<file path="config.mk">
export PLATFORM = sky130hd
export DESIGN_NAME = cascaded_biquad_graphic_equalizer
export DESIGN_NICKNAME = d
export VERILOG_FILES = /design/src/rtl/cbge_pkg.sv /design/src/rtl/cbge_datapath.sv /design/src/rtl/cascaded_biquad_graphic_equalizer.sv
export SDC_FILE = /design/constraint.sdc
export NUM_CORES = 2
export LEC_CHECK = 0
export ABC_AREA = 1
export BUFFER_PORTS_ARGS = -buffer_cell sky130_fd_sc_hd__buf_2
export CAP_MARGIN = 0
export CORE_MARGIN = 2
export CORE_UTILIZATION = 36
export CTS_CLUSTER_SIZE = 28
export DETAILED_ROUTE_END_ITERATION = 16
export GPL_ROUTABILITY_DRIVEN = 0
export PLACE_DENSITY = 0.61
export SYNTH_ARGS = -nofsm -noshare
export SYNTH_HDL_FRONTEND = slang
export SYNTH_SLANG_ARGS = --single-unit
</file>
<file path="constraint.sdc">
create_clock -name clk -period 8.4 [get_ports clk]
set_input_delay 0.84 -clock clk [delete_from_list [all_inputs] [get_ports clk]]
set_output_delay 0.84 -clock clk [all_outputs]
set_load 0.02 [all_outputs]
</file>
<file path="src/rtl/cbge_pkg.sv">
// shared types, constants and microprogram of the cascaded biquad equalizer
package cbge_pkg;

	// fixed field widths
	localparam int SAMPLE_W = 16;
	localparam int COEF_W   = 20;
	localparam int SLOTS    = 5;
	localparam int PROD_W   = SAMPLE_W + COEF_W;
	// five products per section fit in two extra bits
	localparam int ACC_W    = PROD_W + 2;
	localparam int STEP_W   = 4;

	// saturation bounds, in sample width and accumulator width
	localparam logic signed [SAMPLE_W-1:0] SAMPLE_MAX = 16'sh7FFF;
	localparam logic signed [SAMPLE_W-1:0] SAMPLE_MIN = 16'sh8000;
	localparam logic signed [ACC_W-1:0]    ACC_SAT_HI = ACC_W'(32'sd32767);
	localparam logic signed [ACC_W-1:0]    ACC_SAT_LO = ACC_W'(-32'sd32768);

	// item operation codes
	typedef enum logic {
		OP_FILTER = 1'b0,
		OP_COEFF  = 1'b1
	} op_t;

	// coefficient slots within a section
	typedef enum logic [2:0] {
		SLOT_B0 = 3'd0,
		SLOT_B1 = 3'd1,
		SLOT_B2 = 3'd2,
		SLOT_A1 = 3'd3,
		SLOT_A2 = 3'd4
	} slot_t;

	// multiplier data operand source
	typedef enum logic [2:0] {
		OPND_X0 = 3'd0,
		OPND_X1 = 3'd1,
		OPND_X2 = 3'd2,
		OPND_Y1 = 3'd3,
		OPND_Y2 = 3'd4
	} opnd_t;

	// one control word of the microprogram
	typedef struct packed {
		logic  issue;  // start one multiply-accumulate
		logic  first;  // load the accumulator instead of adding
		logic  sub;    // subtract the product
		opnd_t src;
		slot_t slot;
		logic  fin;    // round, saturate and shift the section history
		logic  loop;   // back to entry while sections remain
		logic  emit;   // hand the item to the output register
	} uword_t;

	// control from sequencer to datapath
	typedef struct packed {
		logic  start;
		logic  issue;
		logic  first;
		logic  sub;
		opnd_t src;
		slot_t slot;
		logic  fin;
	} dp_ctl_t;

	localparam logic [STEP_W-1:0] STEP_ENTRY = '0;

	// microprogram: feedforward history first, then feedback, then the new input
	function automatic uword_t ucode(logic [STEP_W-1:0] step);
		uword_t w;
		w = '0;
		case (step)
			4'd0: begin
				w.issue = 1'b1;
				w.first = 1'b1;
				w.src   = OPND_X1;
				w.slot  = SLOT_B1;
			end
			4'd1: begin
				w.issue = 1'b1;
				w.src   = OPND_X2;
				w.slot  = SLOT_B2;
			end
			4'd2: begin
				w.issue = 1'b1;
				w.sub   = 1'b1;
				w.src   = OPND_Y1;
				w.slot  = SLOT_A1;
			end
			4'd3: begin
				w.issue = 1'b1;
				w.sub   = 1'b1;
				w.src   = OPND_Y2;
				w.slot  = SLOT_A2;
			end
			4'd4: begin
				w.issue = 1'b1;
				w.src   = OPND_X0;
				w.slot  = SLOT_B0;
			end
			// steps five and six drain the multiplier pipeline
			4'd5: w = '0;
			4'd6: w = '0;
			4'd7: begin
				w.fin  = 1'b1;
				w.loop = 1'b1;
			end
			4'd8: w.emit = 1'b1;
			default: w.emit = 1'b1;
		endcase
		return w;
	endfunction

endpackage

</file>
<file path="src/rtl/cbge_datapath.sv">
// coefficient memory, multiply-accumulate pipeline, rounding and section history
module cbge_datapath #(
	parameter int NUM_SECTIONS    = 7,
	parameter int COEFF_FRAC_BITS = 16,
	localparam int SEC_W = (NUM_SECTIONS > 1) ? $clog2(NUM_SECTIONS) : 1
) (
	input  logic                                      clk,
	input  logic                                      arst_n,
	input  cbge_pkg::dp_ctl_t                         ctl,
	input  logic [SEC_W-1:0]                          sec,
	input  logic signed [cbge_pkg::SAMPLE_W-1:0]      sample_in,
	input  logic                                      coeff_wr,
	input  logic [2:0]                                band_select,
	input  logic [2:0]                                coeff_select,
	input  logic signed [cbge_pkg::COEF_W-1:0]        coeff_value,
	output logic signed [cbge_pkg::SAMPLE_W-1:0]      y_out,
	output logic                                      sat_out
);

	localparam int DEPTH  = NUM_SECTIONS * cbge_pkg::SLOTS;
	localparam int ADDR_W = $clog2(DEPTH);
	localparam int SW     = cbge_pkg::SAMPLE_W;
	localparam int CW     = cbge_pkg::COEF_W;
	localparam int PW     = cbge_pkg::PROD_W;
	localparam int AW     = cbge_pkg::ACC_W;
	localparam logic [AW-1:0] ROUND_BIAS = (AW'(1) << COEFF_FRAC_BITS) - AW'(1);

	logic signed [CW-1:0] coeff_mem [DEPTH];
	logic [DEPTH-1:0]     coeff_vld_q;

	logic [7:0]        wr_lin;
	logic [7:0]        rd_lin;
	logic [ADDR_W-1:0] wr_addr;
	logic [ADDR_W-1:0] rd_addr;
	logic              wr_en;

	logic signed [SW-1:0] x0_q;
	logic signed [SW-1:0] x1_q [NUM_SECTIONS];
	logic signed [SW-1:0] x2_q [NUM_SECTIONS];
	logic signed [SW-1:0] y1_q [NUM_SECTIONS];
	logic signed [SW-1:0] y2_q [NUM_SECTIONS];
	logic                 sat_q;

	logic signed [SW-1:0] opnd;
	logic signed [SW-1:0] opnd_s1;
	logic signed [CW-1:0] coeff_s1;
	logic                 cvld_s1;
	logic                 vld_s1;
	logic                 first_s1;
	logic                 sub_s1;
	logic signed [CW-1:0] coeff_eff;
	logic signed [PW-1:0] prod_s2;
	logic                 vld_s2;
	logic                 first_s2;
	logic                 sub_s2;
	logic signed [AW-1:0] prod_ext;
	logic signed [AW-1:0] addend;
	logic signed [AW-1:0] acc_q;

	logic signed [AW-1:0] acc_biased;
	logic signed [AW-1:0] quo;
	logic                 over_hi;
	logic                 over_lo;
	logic signed [SW-1:0] y_sat;

	// coefficient addressing: section * 5 + slot
	assign wr_lin  = {5'b0, band_select} * 8'(cbge_pkg::SLOTS) + {5'b0, coeff_select};
	assign rd_lin  = 8'(sec) * 8'(cbge_pkg::SLOTS) + 8'(ctl.slot);
	assign wr_addr = wr_lin[ADDR_W-1:0];
	assign rd_addr = rd_lin[ADDR_W-1:0];
	assign wr_en   = coeff_wr && ({29'b0, band_select} < 32'(NUM_SECTIONS))
		&& (coeff_select < 3'(cbge_pkg::SLOTS));

	// coefficient memory with registered read
	always_ff @(posedge clk) begin
		if (wr_en) begin
			coeff_mem[wr_addr] <= coeff_value;
		end
		if (ctl.issue) begin
			coeff_s1 <= coeff_mem[rd_addr];
		end
	end

	// written-entry flags, an unwritten coefficient reads as zero
	always_ff @(posedge clk or negedge arst_n) begin
		if (!arst_n) begin
			coeff_vld_q <= '0;
			cvld_s1     <= 1'b0;
		end else begin
			if (wr_en) begin
				coeff_vld_q[wr_addr] <= 1'b1;
			end
			if (ctl.issue) begin
				cvld_s1 <= coeff_vld_q[rd_addr];
			end
		end
	end

	// operand select
	always_comb begin
		case (ctl.src)
			cbge_pkg::OPND_X0: opnd = x0_q;
			cbge_pkg::OPND_X1: opnd = x1_q[sec];
			cbge_pkg::OPND_X2: opnd = x2_q[sec];
			cbge_pkg::OPND_Y1: opnd = y1_q[sec];
			cbge_pkg::OPND_Y2: opnd = y2_q[sec];
			default:           opnd = x0_q;
		endcase
	end

	// issue stage
	always_ff @(posedge clk or negedge arst_n) begin
		if (!arst_n) begin
			vld_s1   <= 1'b0;
			first_s1 <= 1'b0;
			sub_s1   <= 1'b0;
			vld_s2   <= 1'b0;
			first_s2 <= 1'b0;
			sub_s2   <= 1'b0;
		end else begin
			vld_s1   <= ctl.issue;
			first_s1 <= ctl.first;
			sub_s1   <= ctl.sub;
			vld_s2   <= vld_s1;
			first_s2 <= first_s1;
			sub_s2   <= sub_s1;
		end
	end

	// multiply stage
	assign coeff_eff = cvld_s1 ? coeff_s1 : '0;

	always_ff @(posedge clk) begin
		if (ctl.issue) begin
			opnd_s1 <= opnd;
		end
		if (vld_s1) begin
			prod_s2 <= coeff_eff * opnd_s1;
		end
	end

	// accumulate stage
	assign prod_ext = {{(AW - PW){prod_s2[PW-1]}}, prod_s2};
	assign addend   = sub_s2 ? -prod_ext : prod_ext;

	always_ff @(posedge clk) begin
		if (vld_s2) begin
			acc_q <= (first_s2 ? '0 : acc_q) + addend;
		end
	end

	// truncate toward zero, then clamp to the sample range
	assign acc_biased = acc_q + (acc_q[AW-1] ? $signed(ROUND_BIAS) : '0);
	assign quo        = acc_biased >>> COEFF_FRAC_BITS;
	assign over_hi    = quo > cbge_pkg::ACC_SAT_HI;
	assign over_lo    = quo < cbge_pkg::ACC_SAT_LO;
	assign y_sat      = over_hi ? cbge_pkg::SAMPLE_MAX :
		(over_lo ? cbge_pkg::SAMPLE_MIN : quo[SW-1:0]);

	// section history and running sample
	always_ff @(posedge clk or negedge arst_n) begin
		if (!arst_n) begin
			x0_q  <= '0;
			sat_q <= 1'b0;
			for (int i = 0; i < NUM_SECTIONS; i++) begin
				x1_q[i] <= '0;
				x2_q[i] <= '0;
				y1_q[i] <= '0;
				y2_q[i] <= '0;
			end
		end else if (ctl.start) begin
			x0_q  <= sample_in;
			sat_q <= 1'b0;
		end else if (ctl.fin) begin
			x1_q[sec] <= x0_q;
			x2_q[sec] <= x1_q[sec];
			y1_q[sec] <= y_sat;
			y2_q[sec] <= y1_q[sec];
			x0_q      <= y_sat;
			sat_q     <= sat_q | over_hi | over_lo;
		end
	end

	assign y_out   = x0_q;
	assign sat_out = sat_q;

endmodule

</file>
<file path="src/rtl/cascaded_biquad_graphic_equalizer.sv">
// Cascaded biquad graphic equalizer: seven Direct Form I sections on one
// multiply-accumulate unit under a microcoded sequencer.
// Input channel (item_valid / item_stall): operation 0 filters sample_in,
// operation 1 writes coeff_value (Q3.16) into slot coeff_select of section
// band_select; writes to a missing section or slot are dropped.
// A coefficient write gives no result; writes can arrive
// back to back while no sample is in flight.
// A sample runs each section in turn (five products through a three-stage
// multiply pipeline, then round and saturate) and then one emit step.
// item_stall stays high from the accept until the emit step hands the result
// on, so the next sample is taken only after the previous one has left; the
// single multiplier and the one section result feeding the next section
// allow only one sample in flight.
// Output channel (result_valid / result_stall): sample_out from the last
// section and clipped when any section saturated. A waiting result does not
// block the input; a finished sample holds in its emit step while the output
// register is still full and stalled.
// Reset marks every coefficient unwritten, so each reads as zero, and clears the section history and the handshakes.
module cascaded_biquad_graphic_equalizer #(
	parameter int NUM_SECTIONS    = 7,
	parameter int COEFF_FRAC_BITS = 16
) (
	input  logic                                 clk,
	input  logic                                 arst_n,
	input  logic                                 item_valid,
	output logic                                 item_stall,
	input  logic                                 operation,
	input  logic signed [cbge_pkg::SAMPLE_W-1:0] sample_in,
	input  logic [2:0]                           band_select,
	input  logic [2:0]                           coeff_select,
	input  logic signed [cbge_pkg::COEF_W-1:0]   coeff_value,
	output logic                                 result_valid,
	input  logic                                 result_stall,
	output logic signed [cbge_pkg::SAMPLE_W-1:0] sample_out,
	output logic                                 clipped
);

	localparam int SEC_W = (NUM_SECTIONS > 1) ? $clog2(NUM_SECTIONS) : 1;

	logic                                 busy_q;
	logic [cbge_pkg::STEP_W-1:0]          step_q;
	logic [SEC_W-1:0]                     sec_q;
	logic                                 result_valid_q;
	logic signed [cbge_pkg::SAMPLE_W-1:0] sample_out_q;
	logic                                 clipped_q;

	cbge_pkg::uword_t                     uw;
	cbge_pkg::dp_ctl_t                    ctl;
	logic                                 accept;
	logic                                 is_filter;
	logic                                 last_sec;
	logic                                 out_free;
	logic                                 emit_go;
	logic signed [cbge_pkg::SAMPLE_W-1:0] y_dp;
	logic                                 sat_dp;

	// handshake and decode
	assign item_stall = busy_q;
	assign accept     = item_valid && !item_stall;
	assign is_filter  = (operation == cbge_pkg::OP_FILTER);
	assign uw         = cbge_pkg::ucode(step_q);
	assign last_sec   = (sec_q == SEC_W'(NUM_SECTIONS - 1));
	assign out_free   = !result_valid_q || !result_stall;
	assign emit_go    = busy_q && uw.emit && out_free;

	// datapath control from the current control word
	always_comb begin
		ctl       = '0;
		ctl.start = accept && is_filter;
		ctl.issue = busy_q && uw.issue;
		ctl.first = uw.first;
		ctl.sub   = uw.sub;
		ctl.src   = uw.src;
		ctl.slot  = uw.slot;
		ctl.fin   = busy_q && uw.fin;
	end

	cbge_datapath #(
		.NUM_SECTIONS    (NUM_SECTIONS),
		.COEFF_FRAC_BITS (COEFF_FRAC_BITS)
	) u_datapath (
		.clk          (clk),
		.arst_n       (arst_n),
		.ctl          (ctl),
		.sec          (sec_q),
		.sample_in    (sample_in),
		.coeff_wr     (accept && !is_filter),
		.band_select  (band_select),
		.coeff_select (coeff_select),
		.coeff_value  (coeff_value),
		.y_out        (y_dp),
		.sat_out      (sat_dp)
	);

	// step counter, section counter and output handshake
	always_ff @(posedge clk or negedge arst_n) begin
		if (!arst_n) begin
			busy_q         <= 1'b0;
			step_q         <= cbge_pkg::STEP_ENTRY;
			sec_q          <= '0;
			result_valid_q <= 1'b0;
		end else begin
			if (emit_go) begin
				result_valid_q <= 1'b1;
			end else if (result_valid_q && !result_stall) begin
				result_valid_q <= 1'b0;
			end
			if (!busy_q) begin
				if (accept && is_filter) begin
					busy_q <= 1'b1;
					step_q <= cbge_pkg::STEP_ENTRY;
					sec_q  <= '0;
				end
			end else if (uw.emit) begin
				if (out_free) begin
					busy_q <= 1'b0;
				end
			end else if (uw.loop && !last_sec) begin
				step_q <= cbge_pkg::STEP_ENTRY;
				sec_q  <= sec_q + 1'b1;
			end else begin
				step_q <= step_q + 1'b1;
			end
		end
	end

	// result payload
	always_ff @(posedge clk) begin
		if (emit_go) begin
			sample_out_q <= y_dp;
			clipped_q    <= sat_dp;
		end
	end

	assign result_valid = result_valid_q;
	assign sample_out   = sample_out_q;
	assign clipped      = clipped_q;

endmodule

</file>
=== Word level (Yosys, flattened, before mapping) ===
Memories as Yosys holds them, arrays and structs flattened. A register that Yosys moved wholly into a read port is not among the register bits.
Index checks and enable logic that the tools add are counted.

* Add/subtract/negate cells: 7
* Multipliers: 3
* $lt $le $gt $ge: 9
* Equality and inequality tests: 14
* Muxes and demuxes: 55
* Bitwise logic cells: 6
* Reduce and logical (&&, ||, !) cells: 28

{| class="wikitable"
|+ Operators by type and width
! cell !! number
|-
| bitwise mux 112 bit || 4
|-
| two-way mux 16 bit || 14
|-
| binary-select mux 16 bit (select 3 bit) || 4
|-
| two-way mux 38 bit || 2
|-
| case mux 16 bit (4 select lines) || 1
|-
| demux 16 bit (select 3 bit) || 1
|-
| adder 38 x 16 -> 38 bit || 1
|-
| adder 38 bit || 1
|-
| negation 36 -> 38 bit || 1
|-
| multiplier 20 x 16 -> 36 bit || 1
|-
| OR 35 bit || 1
|-
| case mux 6 bit (4 select lines) || 1
|-
| greater-than comparator 22 x 16 -> 1 bit, second input constant || 1
|-
| < comparator 22 x 16 -> 1 bit, second input constant || 1
|-
| two-way mux 20 bit || 1
|-
| == test 4 x 3 -> 1 bit, second input constant || 4
|-
| two-way mux 1 bit || 16
|-
| two-way mux 4 bit || 4
|-
| < comparator 6 x 7 -> 1 bit, second input constant || 2
|-
| logical AND 1 bit || 13
|-
| adder 6 x 3 -> 6 bit || 2
|-
| multiplier 3 x 3 -> 6 bit, second input constant || 2
|-
| two-way mux 3 bit || 4
|-
| == test 4 x 2 -> 1 bit, second input constant || 2
|-
| 27 further kinds || 38
|}

* Bits in registers: 623
* Bits in writable memories: 700
* Bits of input ports: 47
* Logic and storage cells: 170
* Memories kept: 1

{| class="wikitable"
|+ Memories
! name !! depth !! bits a word !! read ports !! clocked after Yosys merged registers in !! wr ports !! line !! source
|-
| u_datapath.coeff_mem || 35 || 20 || 1 || 1 || 1 || cbge_datapath.sv:28 || <nowiki>logic signed [CW-1:0] coeff_mem [DEPTH];</nowiki>
|}

=== Longest topological paths before layout ===
* Depth in word-level cells: 7
* Depth in mapped cells: 29
* Depth with buffers taken out: 28

=== Cells and area by module ===
A second synthesis with hierarchy kept.

* Cell total of the unflattened synthesis: 7155
* Area, all modules: 70789.1 µm²

{| class="wikitable"
|+ Modules (own cells, without submodules)
! module !! instances !! cells each !! area an instance (µm²) !! seq. area each (µm²)
|-
| cbge_datapath || 1 || 7057 || 69639.3 || 37010.5
|-
| cascaded_biquad_graphic_equalizer || 1 || 98 || 1149.9 || 735.7
|}

=== Least setup slack after synthesis ===
No wires, ideal clock.

* Kind: reg2reg
* From: register u_datapath.cvld_s1
* To: register u_datapath.prod_s2[35] (data pin)
* Arrival: 5.720 ns
* Data required time: 8.138 ns
* Path slack: 2.418 ns
* Cell stages (with the launch flop): 26
* Buffers on the path: 2
* Period minus slack after synthesis: 5.982 ns
* Cells stage by stage: dfrtp_1 -> clkbuf_1 -> nand2_1 -> inv_1 -> clkbuf_1 -> nand2_1 -> fa_1 -> inv_1 -> fa_1 -> fa_1 -> fa_1 -> fa_1 -> inv_1 -> fa_1 -> inv_1 -> ha_1 -> nand2_1 -> nor4_1 -> nand3_1 -> nand3_1 -> nand2_1 -> nand2_1 -> nand2_1 -> nand2_1 -> a21oi_1 -> xor2_1

* Longest elaborated chain between the ends: 2

{| class="wikitable"
|+ Ends and longest elaborated chain
! element !! line !! source
|-
| start, declared || cbge_datapath.sv:47 || <nowiki>logic cvld_s1;</nowiki>
|-
| start signal, assigned || cbge_datapath.sv:94 || <nowiki>cvld_s1 <= coeff_vld_q[rd_addr];</nowiki>
|-
| two-way mux 20 bit || cbge_datapath.sv:131 || <nowiki>assign coeff_eff = cvld_s1 ? coeff_s1 : '0;</nowiki>
|-
| multiplier 20 x 16 -> 36 bit || cbge_datapath.sv:138 || <nowiki>prod_s2 <= coeff_eff * opnd_s1;</nowiki>
|-
| end signal, assigned || cbge_datapath.sv:138 ||
|-
| end, declared || cbge_datapath.sv:52 || <nowiki>logic signed [PW-1:0] prod_s2;</nowiki>
|}

Every way passes these cells.
A chain may end at the register's enable or synchronous reset.

=== Final worst setup path ===
Same ends and word-level chain as after synthesis.

==> summary.txt <==
outcome - finished clean
worst-path cell chain - nand2_1, nor2_1, fa_1, fa_1, fa_1, fa_1, fa_1, inv_1, fa_1, inv_1, ha_1, nand2_1, nor4_1, nand3_1, nand3_1, nand2_1, nand2_1, nand2_1, nand2_1, a21oi_1, xor2_1
hold_buf cts - 0
Area contributors post-synth - edfxtp_1 35%, dfrtp_1 18%, fa_1 9.1%, nand2_1 8.4%, o21ai_0 5.3%
initial antenna violation count - 3
DR vias/cell - 5.35
Final Max Tran Viols - 0
Setup CP Type - register to register
CTS tree - yes
synth warn - 0
IO Port Bufs - 65
CP endpoint - u_datapath.prod_s2[35]
crit-path max FO - 21
Ports - 66
clock sinks - 1343
endpoints failing setup - 0
R2R Setup Slk - 1.26 ns
Relative slew margins - 21.1%
DP HPWL - 135000 um
die height - 447 um
CP Launch Type - register
Syn Area/Cell - 9.87 sq um
Vias - 52.8k
commonest non-fill, non-tap cell in the layout - nand2_1
gr usage total - 21.1%
slowest cell on the critical path - dfrtp_1
largest net degree at the start of global routing - 208
die area - 200000 sq um
# resized after CTS - 0
Final TNS setup - 0 ns
vias in the first global route - 51.8k
Die X - 447 um
Fmax - 140 MHz
CTS root buffer - clkbuf_16
Layout area overhead - 11.4%
# fillers - 18.8k
fin crit period - 7.14 ns
syn_nets - 7704
total CTS buffers - 146
first-pass GRT wire length - 321000 um
setup repair bufs after CTS - 0
Hold Violations, Final - 0
CP required - 8.95 ns
worst skew pair latency - 0.82 ns
Placed Cells - 9616
most frequent cells in the layout - 1587 x nand2_1, 827 x edfxtp_1, 756 x o21ai_0, 747 x nor2_1, 738 x inv_1
Synth Instances - 7169
critical path's largest stage delay - 0.77 ns
post-synth top area share - 35.1%
WP data arrival - 7.69 ns
Post-Syn Area - 70800 sq um
drc violations - 0
synth unique cells - 68
asr flop ratio synth - 38.4%
WL per Instance - 21.5 um
Critical Path End Type - register
FF-to-FF End - u_datapath.prod_s2[35]
routed wire length - 212000 um
DR iter-0 viols - 5826
Clk pin slew, worst setup/hold paths - 0.06 ns
R2R depth - 21
max_cap viols - 0
nets - 7675
Core Box Area - 195000 sq um
Seq/Total Area, Yosys - 53.3%
Yosys top cell by area - edfxtp_1
Starting Density - 36.3%
Core Rows - 162
Final ANT Viol Nets - 0
post-synthesis register bit count - 1343
Worst Tran Pin Value - 1.18 ns
final std cells w/o fill - 9878
Synth Flop Type - edfxtp_1
share of cells above drive strength 1 - 7.49%
type of the tightest min-delay check - primary input to asynchronous set/reset pin
Setup Skew - 0.0548 ns
Final period util - 85.0%
GRT overflow - 0
CTS Buffer Depth - 3
number of synthesized flops with an enable pin - 827
Reg-to-Reg Start - u_datapath.cvld_s1
TritonRoute pass-1 iters - 6
htree depth - 4
RSZ-0062 raised after global routing - false
critical path startpoint - u_datapath.cvld_s1
-- logic make-up after synthesis --
logic type	after synthesis	share of synthesized area [%]
DFF	1343	53.3
AOI/OAI and AO/OA	1388	11.3
xor gates and xnor gates	119	1.48
and+or+nand+nor	2714	15.7
buffers and inverters	1117	6.14
adders and majority gates	488	12.0
-- layout make-up --
| class | instances | area (sq um) | area share (%) |
|---|---|---|---|
| flip-flops and latches | 1343 | 37700 | 47.9 |
| multi-input cells | 4709 | 29000 | 36.7 |
| clock buffers | 191 | 3960 | 5.01 |
| well taps | 2624 | 3280 | 4.16 |
| inverters | 781 | 2950 | 3.74 |
| repair buffers | 159 | 1100 | 1.40 |
| clock inverters | 70 | 868 | 1.10 |
| diodes | 1 | 2.50 | 0.00317 |
-- through the flow --
step / util (%) / hold WS [ns] / setup WS (ns) / cell area [sq um]
after detailed placement: 37.9 / 0.345 / 1.35 / 74000
after global routing: 40.4 / 0.236 / 0.837 / 78900
final: 40.4 / 0.138 / 1.26 / 78900
after global placement: 37.9 / 0.342 / 1.48 / 74000
after CTS: 40.4 / 0.173 / 1.35 / 78900
after floorplan: - / 0.331 / 2.42 / 70800
-- flip-flops by register name, indices dropped and copies added (netlist names), 3 cells and up --
signal and count:
sample_out 16, sec_q 3, step_q 4, u_datapath.acc_q 38
u_datapath.coeff_mem 700, u_datapath.coeff_s1 20, u_datapath.coeff_vld_q 35, u_datapath.opnd_s1 16
u_datapath.prod_s2 36, u_datapath.x1_q 112, u_datapath.x2_q 112, u_datapath.y1_q 112
u_datapath.y2_q 112, u_datapath.y_out 16
-- cell usage after synthesis (all sizes together), types with 15 or more instances --
cell	count
nand2	1619
edfxtp	827
nor2	801
o21ai	774
inv	766
dfrtp	516
fa	321
clkbuf	259
a21oi	180
ha	167
o22ai	161
nand3	144
buf	77
o221ai	75
xor2	69
nand4	52
xnor2	50
nor3	43
a221oi	33
a22o	31
o211ai	28
or2	27
a31oi	22
a22oi	18
clkinv	15
nor4	15
-- per-layer routing --
layer	GRT usage, %	up-vias	share of wire, %
met5	0	-	0
met4	8.93	0	4.3
met3	3.51	437	7.7
met2	34.5	2362	48
met1	27.7	26138	40
li1	-	23862	-
-- worst max-delay path, delay by kind of cell, from the launching register on --
| family | cells | cell delay [ns] |
|---|---|---|
| DFF | 1 | 0.77 |
| buffers and inverters | 2 | 0.11 |
| and+or+nand+nor | 10 | 2.17 |
| adders and majority gates | 7 | 3.58 |
| AOI/OAI and AO/OA | 1 | 0.10 |
| xor gates and xnor gates | 1 | 0.14 |
-- worst min path at each step --
stage | start | endpoint
3_5_place_dp | u_datapath.sub_s1 | u_datapath.sub_s2
4_1_cts | arst_n | u_datapath.x1_q[52]
3_3_place_gp | u_datapath.sub_s1 | u_datapath.sub_s2
6_report | arst_n | u_datapath.x1_q[52]
5_1_grt | arst_n | u_datapath.x1_q[100]
2_1_floorplan | u_datapath.first_s1 | u_datapath.first_s2
Power is not shown: default switching activity piles up to over one toggle a cycle in this logic, so the estimate is an artifact.
